<file path="config.mk">
export PLATFORM = sky130hd
export DESIGN_NAME = moving_average_step_counter_flat
export DESIGN_NICKNAME = d
export VERILOG_FILES = /design/src/rtl/core/masc_pkg.sv /design/src/rtl/core/masc_sample_if.sv /design/src/rtl/core/masc_result_if.sv /design/src/rtl/core/moving_average_step_counter.sv /design/src/flat_wrapper.sv
export SDC_FILE = /design/constraint.sdc
export NUM_CORES = 1
export LEC_CHECK = 0
export BUFFER_PORTS_ARGS = -buffer_cell sky130_fd_sc_hd__buf_2
export CORE_UTILIZATION = 30
export CTS_CLUSTER_SIZE = 12
export DETAILED_ROUTE_END_ITERATION = 10
export PLACE_DENSITY = 0.42
export SLEW_MARGIN = 5
export SYNTH_ARGS = -nofsm -noshare
export SYNTH_HDL_FRONTEND = slang
export SYNTH_SLANG_ARGS = --single-unit
</file>
<file path="constraint.sdc">
create_clock -name clk -period 24 [get_ports clk]
set_clock_uncertainty 0.15 [all_clocks]
set_input_delay 4.8 -clock clk [delete_from_list [all_inputs] [get_ports clk]]
set_output_delay 4.8 -clock clk [all_outputs]
set_load 0.05 [all_outputs]
</file>
<file path="src/rtl/core/masc_pkg.sv">
package masc_pkg;

  localparam int SAMPLE_W      = 16;
  localparam int AVERAGE_W     = 16;
  localparam int STEP_TOTAL_W  = 24;
  localparam int FLOOR_TOTAL_W = 16;
  localparam int THRESHOLD_W   = 16;
  localparam int SPF_W         = 8;
  localparam int CFG_DATA_W    = 16;
  localparam int CFG_INDEX_W   = 4;

  localparam int WINDOW_LEN_DEFAULT  = 5;
  localparam int SAMPLE_BITS_DEFAULT = 16;

  localparam logic [CFG_INDEX_W-1:0] REG_TRIGGER_LEVEL   = CFG_INDEX_W'(0);
  localparam logic [CFG_INDEX_W-1:0] REG_STEPS_PER_FLOOR = CFG_INDEX_W'(1);

  localparam logic [THRESHOLD_W-1:0]   THRESHOLD_RESET = THRESHOLD_W'(384);
  localparam logic [SPF_W-1:0]         SPF_RESET       = SPF_W'(20);
  localparam logic [STEP_TOTAL_W-1:0]  STEP_MAX        = '1;
  localparam logic [FLOOR_TOTAL_W-1:0] FLOOR_MAX       = '1;

endpackage

</file>
<file path="src/rtl/core/masc_sample_if.sv">
interface masc_sample_if;
  logic                          valid;
  logic                          ready;
  logic [masc_pkg::SAMPLE_W-1:0] sample;

  modport source (output valid, output sample, input ready);
  modport sink (input valid, input sample, output ready);
endinterface

</file>
<file path="src/rtl/core/masc_result_if.sv">
interface masc_result_if;
  logic                               valid;
  logic                               ready;
  logic [masc_pkg::AVERAGE_W-1:0]     average;
  logic                               step_seen;
  logic [masc_pkg::STEP_TOTAL_W-1:0]  step_total;
  logic [masc_pkg::FLOOR_TOTAL_W-1:0] floor_total;
  logic                               floor_reached;

  modport source (
    output valid, output average, output step_seen, output step_total,
    output floor_total, output floor_reached, input ready
  );
  modport sink (
    input valid, input average, input step_seen, input step_total,
    input floor_total, input floor_reached, output ready
  );
endinterface

</file>
<file path="src/rtl/core/moving_average_step_counter.sv">
// Moving-average step counter: each sample word enters an input register and from there,
// once the result register is free, updates the window ring, its running sum, the average
// and the step and floor counters in a single pass into the result register, so a new
// sample is taken every cycle while results are not stalled. The rate is set by the
// running-sum update and the reciprocal multiply that forms sum / WINDOW_LEN, both of
// which are combinational. A sample can wait in the input register while a result is
// stalled. The window, sum and counters are cleared directly by reset, with no clearing
// pass; configuration writes leave them untouched.
module moving_average_step_counter #(
  parameter int WINDOW_LEN  = masc_pkg::WINDOW_LEN_DEFAULT,
  parameter int SAMPLE_BITS = masc_pkg::SAMPLE_BITS_DEFAULT
) (
  input  logic                             clk,
  input  logic                             rst,
  input  logic                             cfg_we,
  input  logic [masc_pkg::CFG_INDEX_W-1:0] cfg_index,
  input  logic [masc_pkg::CFG_DATA_W-1:0]  cfg_data,
  masc_sample_if.sink                      samples,
  masc_result_if.source                    results
);

  localparam int STORE_BITS = (SAMPLE_BITS < masc_pkg::SAMPLE_W) ? SAMPLE_BITS
                                                                 : masc_pkg::SAMPLE_W;
  localparam int SUM_W      = STORE_BITS + $clog2(WINDOW_LEN);
  localparam int SHIFT      = SUM_W + $clog2(WINDOW_LEN);
  localparam int POS_BITS   = (WINDOW_LEN > 1) ? $clog2(WINDOW_LEN) : 1;
  localparam int PROD_W     = SUM_W + SHIFT + 1;

  localparam logic [SHIFT:0] RECIP =
    (SHIFT+1)'(((64'd1 << SHIFT) + 64'(WINDOW_LEN) - 64'd1) / 64'(WINDOW_LEN));
  localparam logic [POS_BITS-1:0] POS_LAST = POS_BITS'(WINDOW_LEN - 1);

  logic [masc_pkg::THRESHOLD_W-1:0] trigger_level;
  logic [masc_pkg::SPF_W-1:0]       steps_per_floor;

  logic                  in_valid;
  logic [STORE_BITS-1:0] in_sample;
  logic                  advance;

  logic [STORE_BITS-1:0]              sample_window [WINDOW_LEN];
  logic [POS_BITS-1:0]                pos;
  logic [SUM_W-1:0]                   window_sum;
  logic [masc_pkg::AVERAGE_W-1:0]     previous_average;
  logic [masc_pkg::STEP_TOTAL_W-1:0]  step_count;
  logic [masc_pkg::SPF_W-1:0]         steps_in_floor;
  logic [masc_pkg::FLOOR_TOTAL_W-1:0] floor_count;

  logic [SUM_W-1:0]                   window_sum_next;
  logic [PROD_W-1:0]                  product;
  logic [masc_pkg::AVERAGE_W-1:0]     average_next;
  logic                               step;
  logic                               counted;
  logic [masc_pkg::SPF_W-1:0]         need;
  logic [masc_pkg::SPF_W:0]           progress;
  logic                               floor_hit;
  logic [masc_pkg::STEP_TOTAL_W-1:0]  step_count_next;
  logic [masc_pkg::SPF_W-1:0]         steps_in_floor_next;
  logic [masc_pkg::FLOOR_TOTAL_W-1:0] floor_count_next;

  assign advance       = in_valid && (!results.valid || results.ready);
  assign samples.ready = !in_valid || advance;

  always_comb begin
    window_sum_next = window_sum - SUM_W'(sample_window[pos]) + SUM_W'(in_sample);
    product         = PROD_W'(window_sum_next) * PROD_W'(RECIP);
    average_next    = masc_pkg::AVERAGE_W'(product[SHIFT +: STORE_BITS]);
    step            = (average_next > trigger_level) && (average_next > previous_average);
    counted         = step && (step_count != masc_pkg::STEP_MAX);
    need            = (steps_per_floor == '0) ? masc_pkg::SPF_W'(1) : steps_per_floor;
    progress        = {1'b0, steps_in_floor} + (masc_pkg::SPF_W+1)'(1);
    floor_hit       = counted && (progress >= {1'b0, need});

    step_count_next     = step_count;
    steps_in_floor_next = steps_in_floor;
    floor_count_next    = floor_count;
    if (counted) begin
      step_count_next = step_count + masc_pkg::STEP_TOTAL_W'(1);
      if (floor_hit) begin
        steps_in_floor_next = '0;
        if (floor_count != masc_pkg::FLOOR_MAX) begin
          floor_count_next = floor_count + masc_pkg::FLOOR_TOTAL_W'(1);
        end
      end else begin
        steps_in_floor_next = progress[masc_pkg::SPF_W-1:0];
      end
    end
  end

  always_ff @(posedge clk) begin
    if (rst) begin
      trigger_level   <= masc_pkg::THRESHOLD_RESET;
      steps_per_floor <= masc_pkg::SPF_RESET;
    end else if (cfg_we) begin
      case (cfg_index)
        masc_pkg::REG_TRIGGER_LEVEL: begin
          trigger_level <= cfg_data[masc_pkg::THRESHOLD_W-1:0];
        end
        masc_pkg::REG_STEPS_PER_FLOOR: begin
          steps_per_floor <= cfg_data[masc_pkg::SPF_W-1:0];
        end
        default: begin
        end
      endcase
    end
  end

  // input register
  always_ff @(posedge clk) begin
    if (rst) begin
      in_valid <= 1'b0;
    end else if (samples.ready) begin
      in_valid <= samples.valid;
    end
    if (samples.valid && samples.ready) begin
      in_sample <= samples.sample[STORE_BITS-1:0];
    end
  end

  // window and counters
  always_ff @(posedge clk) begin
    if (rst) begin
      for (int i = 0; i < WINDOW_LEN; i++) begin
        sample_window[i] <= '0;
      end
      pos              <= '0;
      window_sum       <= '0;
      previous_average <= '0;
      step_count       <= '0;
      steps_in_floor   <= '0;
      floor_count      <= '0;
    end else if (advance) begin
      sample_window[pos] <= in_sample;
      pos                <= (pos == POS_LAST) ? '0 : pos + POS_BITS'(1);
      window_sum         <= window_sum_next;
      previous_average   <= average_next;
      step_count         <= step_count_next;
      steps_in_floor     <= steps_in_floor_next;
      floor_count        <= floor_count_next;
    end
  end

  // result register
  always_ff @(posedge clk) begin
    if (rst) begin
      results.valid <= 1'b0;
    end else if (advance) begin
      results.valid <= 1'b1;
    end else if (results.ready) begin
      results.valid <= 1'b0;
    end
    if (advance) begin
      results.average       <= average_next;
      results.step_seen     <= step;
      results.step_total    <= step_count_next;
      results.floor_total   <= floor_count_next;
      results.floor_reached <= floor_hit;
    end
  end

  a_floor_needs_step: assert property (@(posedge clk) disable iff (rst)
    results.valid |-> (!results.floor_reached || results.step_seen))
    else $error("floor flagged without a step");

  a_step_count_rate: assert property (@(posedge clk) disable iff (rst)
    !$past(rst) |-> (step_count == $past(step_count)
                     || step_count == $past(step_count) + masc_pkg::STEP_TOTAL_W'(1)))
    else $error("step count moved by more than one");

  a_pos_in_window: assert property (@(posedge clk) disable iff (rst)
    pos <= POS_LAST)
    else $error("window position out of range");

  a_state_holds_idle: assert property (@(posedge clk) disable iff (rst)
    (!$past(rst) && !$past(advance)) |-> ($stable(window_sum) && $stable(floor_count)))
    else $error("window state changed without a word");

endmodule
</file>
<file path="src/flat_wrapper.sv">
// flat-port wrapper written by rule: the top's interface ports become plain ports
module moving_average_step_counter_flat 
#(
  parameter int WINDOW_LEN  = masc_pkg::WINDOW_LEN_DEFAULT,
  parameter int SAMPLE_BITS = masc_pkg::SAMPLE_BITS_DEFAULT
)
  (clk, rst, cfg_we, cfg_index, cfg_data, samples_valid, samples_sample, samples_ready, results_valid, results_average, results_step_seen, results_step_total, results_floor_total, results_floor_reached, results_ready);
  masc_sample_if samples_i ();
  masc_result_if results_i ();
  input  logic clk;
  input  logic rst;
  input  logic cfg_we;
  input  logic [masc_pkg::CFG_INDEX_W-1:0] cfg_index;
  input  logic [masc_pkg::CFG_DATA_W-1:0] cfg_data;
  input wire logic [$bits(samples_i.valid)-1:0] samples_valid;
  input wire logic [$bits(samples_i.sample)-1:0] samples_sample;
  output wire logic [$bits(samples_i.ready)-1:0] samples_ready;
  output wire logic [$bits(results_i.valid)-1:0] results_valid;
  output wire logic [$bits(results_i.average)-1:0] results_average;
  output wire logic [$bits(results_i.step_seen)-1:0] results_step_seen;
  output wire logic [$bits(results_i.step_total)-1:0] results_step_total;
  output wire logic [$bits(results_i.floor_total)-1:0] results_floor_total;
  output wire logic [$bits(results_i.floor_reached)-1:0] results_floor_reached;
  input wire logic [$bits(results_i.ready)-1:0] results_ready;
  assign samples_i.valid = samples_valid;
  assign samples_i.sample = samples_sample;
  assign samples_ready = samples_i.ready;
  assign results_valid = results_i.valid;
  assign results_average = results_i.average;
  assign results_step_seen = results_i.step_seen;
  assign results_step_total = results_i.step_total;
  assign results_floor_total = results_i.floor_total;
  assign results_floor_reached = results_i.floor_reached;
  assign results_i.ready = results_ready;
  moving_average_step_counter #(.WINDOW_LEN(WINDOW_LEN), .SAMPLE_BITS(SAMPLE_BITS)) u_core (.clk(clk), .rst(rst), .cfg_we(cfg_we), .cfg_index(cfg_index), .cfg_data(cfg_data), .samples(samples_i), .results(results_i));
endmodule
</file>
# Word-level counts from Yosys, hierarchy flattened
# Memories as Yosys holds them, arrays and structs flattened. A register that Yosys moved wholly into a read port is not among the register bits.
# Index checks and enable logic that the tools add are counted.
# Widths: inputs -> output; s select.
totals:
  memories: 1
  wordCells: 66
  output_inout_bits: 60
  ff_bits: 186
  input_bits: 41
  ramBits: 80
op_classes:
  mul: 1
  n_addsub: 6
  n_reduce_logical: 16
  eq_ne: 4
  mux: 19
  n_lt_le_gt_ge: 3
mem_list:
  columns: ["memory", "depth", "width", "read_ports", "rd_clocked_by_memory_dff", "write_ports", "line_no", "text"]
  rows:
  - ["u_core.sample_window", 5, 16, 1, 1, 5, "moving_average_step_counter.sv:40", "logic [STORE_BITS-1:0] sample_window [WINDOW_LEN];"]
op_table:
  columns: ["op", "count"]
  rows:
  - ["$mux 16", 4]
  - ["$mul 19x20->38 const B", 1]
  - ["$gt 16x16->1", 2]
  - ["$add 24x1->24 const B", 1]
  - ["$mux 24", 1]
  - ["$ne 24x24->1 const B", 1]
  - ["$add 19x16->19", 1]
  - ["$sub 19x16->19", 1]
  - ["$add 16x1->16 const B", 1]
  - ["$mux 8", 2]
  - ["$ne 16x16->1 const B", 1]
  - ["$reduce_or 16->1", 1]
  - ["$mux 3", 4]
  - ["$add 8x1->9 const B", 1]
  - ["$ge 9x8->1", 1]
  - ["$logic_not 8->1", 1]
  - ["$mux 1", 8]
  - ["$reduce_and 2->1", 3]
  - ["$logic_and 1x1->1", 5]
  - ["$eq 4x1->1 const B", 1]
  - ["$logic_not 4->1", 1]
  - ["$add 3x1->3 const B", 1]
  - ["$eq 3x3->1 const B", 1]
  - ["$logic_not 1->1", 2]
  - ["2 further kinds", 3]

# Logic depth before layout (Yosys ltp)
logic_depth:
  depth_word: 9
  depth_mapped: 48
  depth_no_buf: 44

# Worst setup path before layout
# No wires, ideal clock.
synth_timing:
  path_type: "register to register"
  startpoint: "reg with a tool-made name"
  endpoint: "reg u_core.results.step_total[10], data pin"
  stages_incl_launch_ff: 44
  setup_time_ns: 0.259
  slack_ns: 12.142
  t_arrival_ns: 11.449
  required_time_ns: 23.591
  period_less_slack_ns: 11.858
  path_cell_list: "dfxtp_1 clkbuf_1 buf_1 mux4_2 mux2_2 fa_1 inv_1 ha_1 a211oi_1 o21ai_2 o2111a_1 o221ai_1 nand2_1 a2bb2oi_1 nor3_1 or2_2 o21bai_1 fa_1 [... 8 more ...] ha_1 a21oi_1 o21ai_0 a2111oi_1 a31oi_2 a41oi_1 o21bai_1 a31oi_1 xnor2_1 ha_1 nand4_1 or4_4 a32oi_4 buf_2 and2_0 clkbuf_1 nand2_1 xnor2_1"
synth_lines:
  columns: ["item", "line_no", "text"]
  rows:
  - ["end signal: assignment", "moving_average_step_counter.sv:154", "results.step_total <= step_count_next;"]
  - ["end: declaration", "masc_result_if.sv:11", "output valid, output average, output step_seen, output step_total,"]

==> impl_metrics.tcl <==
set metrics [dict create \
    status "finished, final reports clean" \
    cts_hold_buffers 0 \
    vias 14066 \
    kind_of_start_point_of_the_critical_path "flop" \
    synth.cell_area_um2 20700 \
    ys_ff_latch 317 \
    tritoncts_num_sinks 317 \
    final_max_slew_viol_count 0 \
    ports 101 \
    number_of_cells_upsized_or_downsized_after_cts 0 \
    post-route-min-period_ns 13.24 \
    groute.layer.met3.usage_pct 1.99 \
    async_flop_share_pct 0 \
    design.final.nets 2364 \
    clock-root-buffer "sky130_fd_sc_hd__clkbuf_16" \
    yosys-top-cells-area "sky130_fd_sc_hd__edfxtp_1 (29%), sky130_fd_sc_hd__ha_1 (12%), sky130_fd_sc_hd__dfxtp_1 (11%), sky130_fd_sc_hd__fa_1 (11%), sky130_fd_sc_hd__inv_1 (5.3%)" \
    synth.yosys.seq_area_share_pct 40.4 \
    drt_first_pass_iters 5 \
    yosys_warnings 0 \
    achievable-frequency_mhz 75.6 \
    relSlewSlack_pct 30.6 \
    grt_max_degree 69 \
    crit_path_max_incr_delay_ns 0.65 \
    dieHeight_um 265 \
    tritoncts_clock_tree "done" \
    worstPathMaxFanout 32 \
    drt-total-wl_um 53300 \
    starting_density_of_the_core_pct 30.3 \
    worst-setup-path-type "flop to flop" \
    synth.top_cell.area_share_pct 29.3 \
    via_count_of_the_first_global_routing_pass 14659 \
    synth.lib_cells_used.distinct 93 \
    cts_max_path_buffers 3 \
    postSynthAreaPerCell_um2 10.8 \
    final_core_utilization_pct 34.2 \
    transition_at_the_pin_with_the_smallest_max_transition_slack_ns 1.04 \
    grt-busiest-layer "met2" \
    post_cts_buffers 0 \
    post_drt_via_cell_ratio 4.81 \
    syn_inst 1918 \
    cp-end-kind "flop" \
    use_met2_pct 25.6 \
    standard_cell_core_area_um2 68500 \
    cp_slowest_cell "sky130_fd_sc_hd__a32oi_4" \
    final.setup.tns_ns 0 \
    detailedPlacementHpwl_um 38200 \
    worstSkewPairLatency_ns 0.56 \
    detail_route.iter0.violations 729 \
    n_antenna_cell 0 \
    setup_viol 0 \
    wire_per_inst_um 18.2 \
    finalWeightedCongestion 0.801 \
    grt_total_ovfl 0 \
    cts_buffers 39 \
    cp.buffers_inverters 7 \
    gr_layer_usage_met1_pct 21.4 \
    grt_setup_unrepaired "false" \
    syn_to_final_growth_pct 13.0 \
    cts.reportedPaths.clkPinSlew_ns 0.06 \
    cts.htree.levels 2 \
    synth_area_leader_cell "sky130_fd_sc_hd__edfxtp_1" \
    finalCritPeriodShare_pct 55.1 \
    synth_flop_cell "sky130_fd_sc_hd__edfxtp_1" \
    max_cap_violations 0 \
    design.die.area_um2 70100 \
    synth.net_count 2269 \
    ant_nets 0 \
    drc 0 \
    cp_data_required_time_ns 24.34 \
    min-delay-path-class "flop to flop" \
    initial_antenna_violation_count 1 \
    core.rowCount 96 \
    layout-drive-gt1-share_pct 13.8 \
    finalHoldViolations 0 \
    portBuffers 100 \
    top_delay_family_on_crit_path "adder cells" \
    synth_edf_count 202 \
    die-width_um 265 \
    grt_pass1_wl_um 84500 \
    timing.critical_path.arrival_ns 13.57 \
    grtUsageTotal_pct 15.4 \
]
-- cells in the final DEF (no fill, tap or decap), types with 7 or more instances in the layout --
cell,n
sky130_fd_sc_hd__or2_2,7
sky130_fd_sc_hd__o211ai_1,7
sky130_fd_sc_hd__xnor2_1,46
sky130_fd_sc_hd__nand2_1,157
sky130_fd_sc_hd__nor2_1,81
sky130_fd_sc_hd__nor4_1,40
sky130_fd_sc_hd__edfxtp_1,202
sky130_fd_sc_hd__o31ai_1,11
sky130_fd_sc_hd__mux4_2,32
sky130_fd_sc_hd__o21ai_0,30
sky130_fd_sc_hd__nor3_1,68
sky130_fd_sc_hd__nand4_1,21
sky130_fd_sc_hd__fa_1,114
sky130_fd_sc_hd__mux2i_1,13
sky130_fd_sc_hd__a21oi_1,111
sky130_fd_sc_hd__nand3_1,31
sky130_fd_sc_hd__inv_1,292
sky130_fd_sc_hd__mux2_2,21
sky130_fd_sc_hd__a21o_1,24
sky130_fd_sc_hd__buf_2,99
sky130_fd_sc_hd__nand2b_1,11
sky130_fd_sc_hd__a31oi_1,8
sky130_fd_sc_hd__clkbuf_16,40
sky130_fd_sc_hd__dfxtp_1,114
sky130_fd_sc_hd__clkbuf_1,11
sky130_fd_sc_hd__a211oi_1,10
sky130_fd_sc_hd__xor2_1,45
sky130_fd_sc_hd__nand3b_1,9
sky130_fd_sc_hd__or4_1,10
sky130_fd_sc_hd__ha_1,196
sky130_fd_sc_hd__and3_1,17
sky130_fd_sc_hd__buf_4,28
-- routing by layer --
metal	routed length (um)	share of wire, %	vias up
met5	0	0	-
met4	964	1.8	0
met3	1620	3.0	62
met2	25300	47	212
met1	25500	48	6892
li1	-	-	6900
-- through the flow --
stage          setup WS (ns)  cell area (um2)  cells  hold WS (ns)
2_1_floorplan          12.14            20700   1918         0.286
3_3_place_gp           10.84            22200   2854         0.294
3_5_place_dp           10.69            22200   2854         0.297
4_1_cts                10.67            23400   2924         0.305
5_1_grt                 9.81            23400   2924         0.319
6_report               10.76            23400   2924         0.303
-- kinds of logic after synthesis --
group	Yosys count	share of synthesized area (%)
flops	317	40.4
buf+inv	366	6.91
fa+ha+maj	310	22.8
xor+xnor	92	3.92
mux	67	5.30
simple gates	498	12.2
compound gates	268	8.43
-- worst reg2reg max path: cells and delay by family, from the launching register on --
family	cells	cell delay, ns
adders and majority gates	10	4.25
AOI/OAI and AO/OA	14	3.78
and+or+nand+nor	8	2.63
buffers and inverters	7	0.95
muxes	2	0.90
DFF	1	0.32
xor gates and xnor gates	1	0.20
-- synthesized netlist by cell type (3+ instances only) --
cell type                    n
sky130_fd_sc_hd__nand4_1    21
sky130_fd_sc_hd__mux4_2     32
sky130_fd_sc_hd__xnor2_1    46
sky130_fd_sc_hd__nor4_1     41
sky130_fd_sc_hd__nand2_1   157
sky130_fd_sc_hd__a31oi_1     8
sky130_fd_sc_hd__a21oi_1   111
sky130_fd_sc_hd__nand3_1    31
sky130_fd_sc_hd__nor2b_1     6
sky130_fd_sc_hd__o21a_1      6
sky130_fd_sc_hd__a21o_1     24
sky130_fd_sc_hd__mux2_2     21
sky130_fd_sc_hd__mux2i_1    13
sky130_fd_sc_hd__buf_6       5
sky130_fd_sc_hd__buf_1       8
sky130_fd_sc_hd__clkbuf_1   52
sky130_fd_sc_hd__and3_1     17
sky130_fd_sc_hd__a41o_1      3
sky130_fd_sc_hd__nor2_1     81
sky130_fd_sc_hd__edfxtp_1  202
sky130_fd_sc_hd__or4b_1      3
sky130_fd_sc_hd__fa_1      114
sky130_fd_sc_hd__o21ai_0    33
sky130_fd_sc_hd__o211ai_1    7
sky130_fd_sc_hd__a211oi_1   10
sky130_fd_sc_hd__o21bai_1    5
sky130_fd_sc_hd__o311ai_0    6
sky130_fd_sc_hd__nor3_1     68
sky130_fd_sc_hd__a31o_2      3
sky130_fd_sc_hd__buf_2       6
sky130_fd_sc_hd__and2_1      4
sky130_fd_sc_hd__or3_1       5
sky130_fd_sc_hd__nand3b_1    9
sky130_fd_sc_hd__o21ai_1     3
sky130_fd_sc_hd__o41ai_1     4
sky130_fd_sc_hd__xor2_1     45
sky130_fd_sc_hd__o31ai_1    12
sky130_fd_sc_hd__ha_1      196
sky130_fd_sc_hd__a41oi_1     3
sky130_fd_sc_hd__dfxtp_1   115
sky130_fd_sc_hd__or4_1      10
sky130_fd_sc_hd__nand2b_1   12
sky130_fd_sc_hd__or2_2       7
sky130_fd_sc_hd__inv_1     293
-- final timing paths --
| check | from | endpoint | slack (ns) | depth (start not counted) |
|---|---|---|---|---|
| worst max register to register | flop | u_core.step_count[13]$_SDFFE_PP0P_ | 10.76 | 42 |
| worst min-delay path | u_core.previous_average[5]$_SDFFE_PP0P_ | u_core.previous_average[5]$_SDFFE_PP0P_ | 0.30 | 2 |
| worst max-delay path | flop | u_core.step_count[13]$_SDFFE_PP0P_ | 10.76 | 42 |
| worst min register to register | u_core.previous_average[5]$_SDFFE_PP0P_ | u_core.previous_average[5]$_SDFFE_PP0P_ | 0.30 | 2 |
-- sequential cells by signal, summed over array words and instances, names as in the netlist, 8 cells and up, named ones only --
register                    cells
u_core.results.step_total      24
u_core.window_sum              19
u_core.results.average         16
u_core.step_count              24
u_core.trigger_level           16
u_core.floor_count             16
u_core.previous_average        16
u_core.results.floor_total     16
u_core.steps_in_floor           8
u_core.sample_window          128
u_core.in_sample               16
u_core.steps_per_floor          8
-- layout make-up --
| cell class | count | area [um2] |
|---|---|---|
| clock buffers | 52 | 1060 |
| clock inverters | 18 | 139 |
| fillers | 6966 | 45000 |
| inverters | 293 | 1100 |
| multi-input cells | 1235 | 10900 |
| flip-flops and latches | 317 | 8370 |
| well taps | 882 | 1100 |
| repair buffers | 127 | 706 |
Power is left out: the tool's default activity adds up to more than one toggle a clock period on the data nets, which glitch-free logic cannot reach.
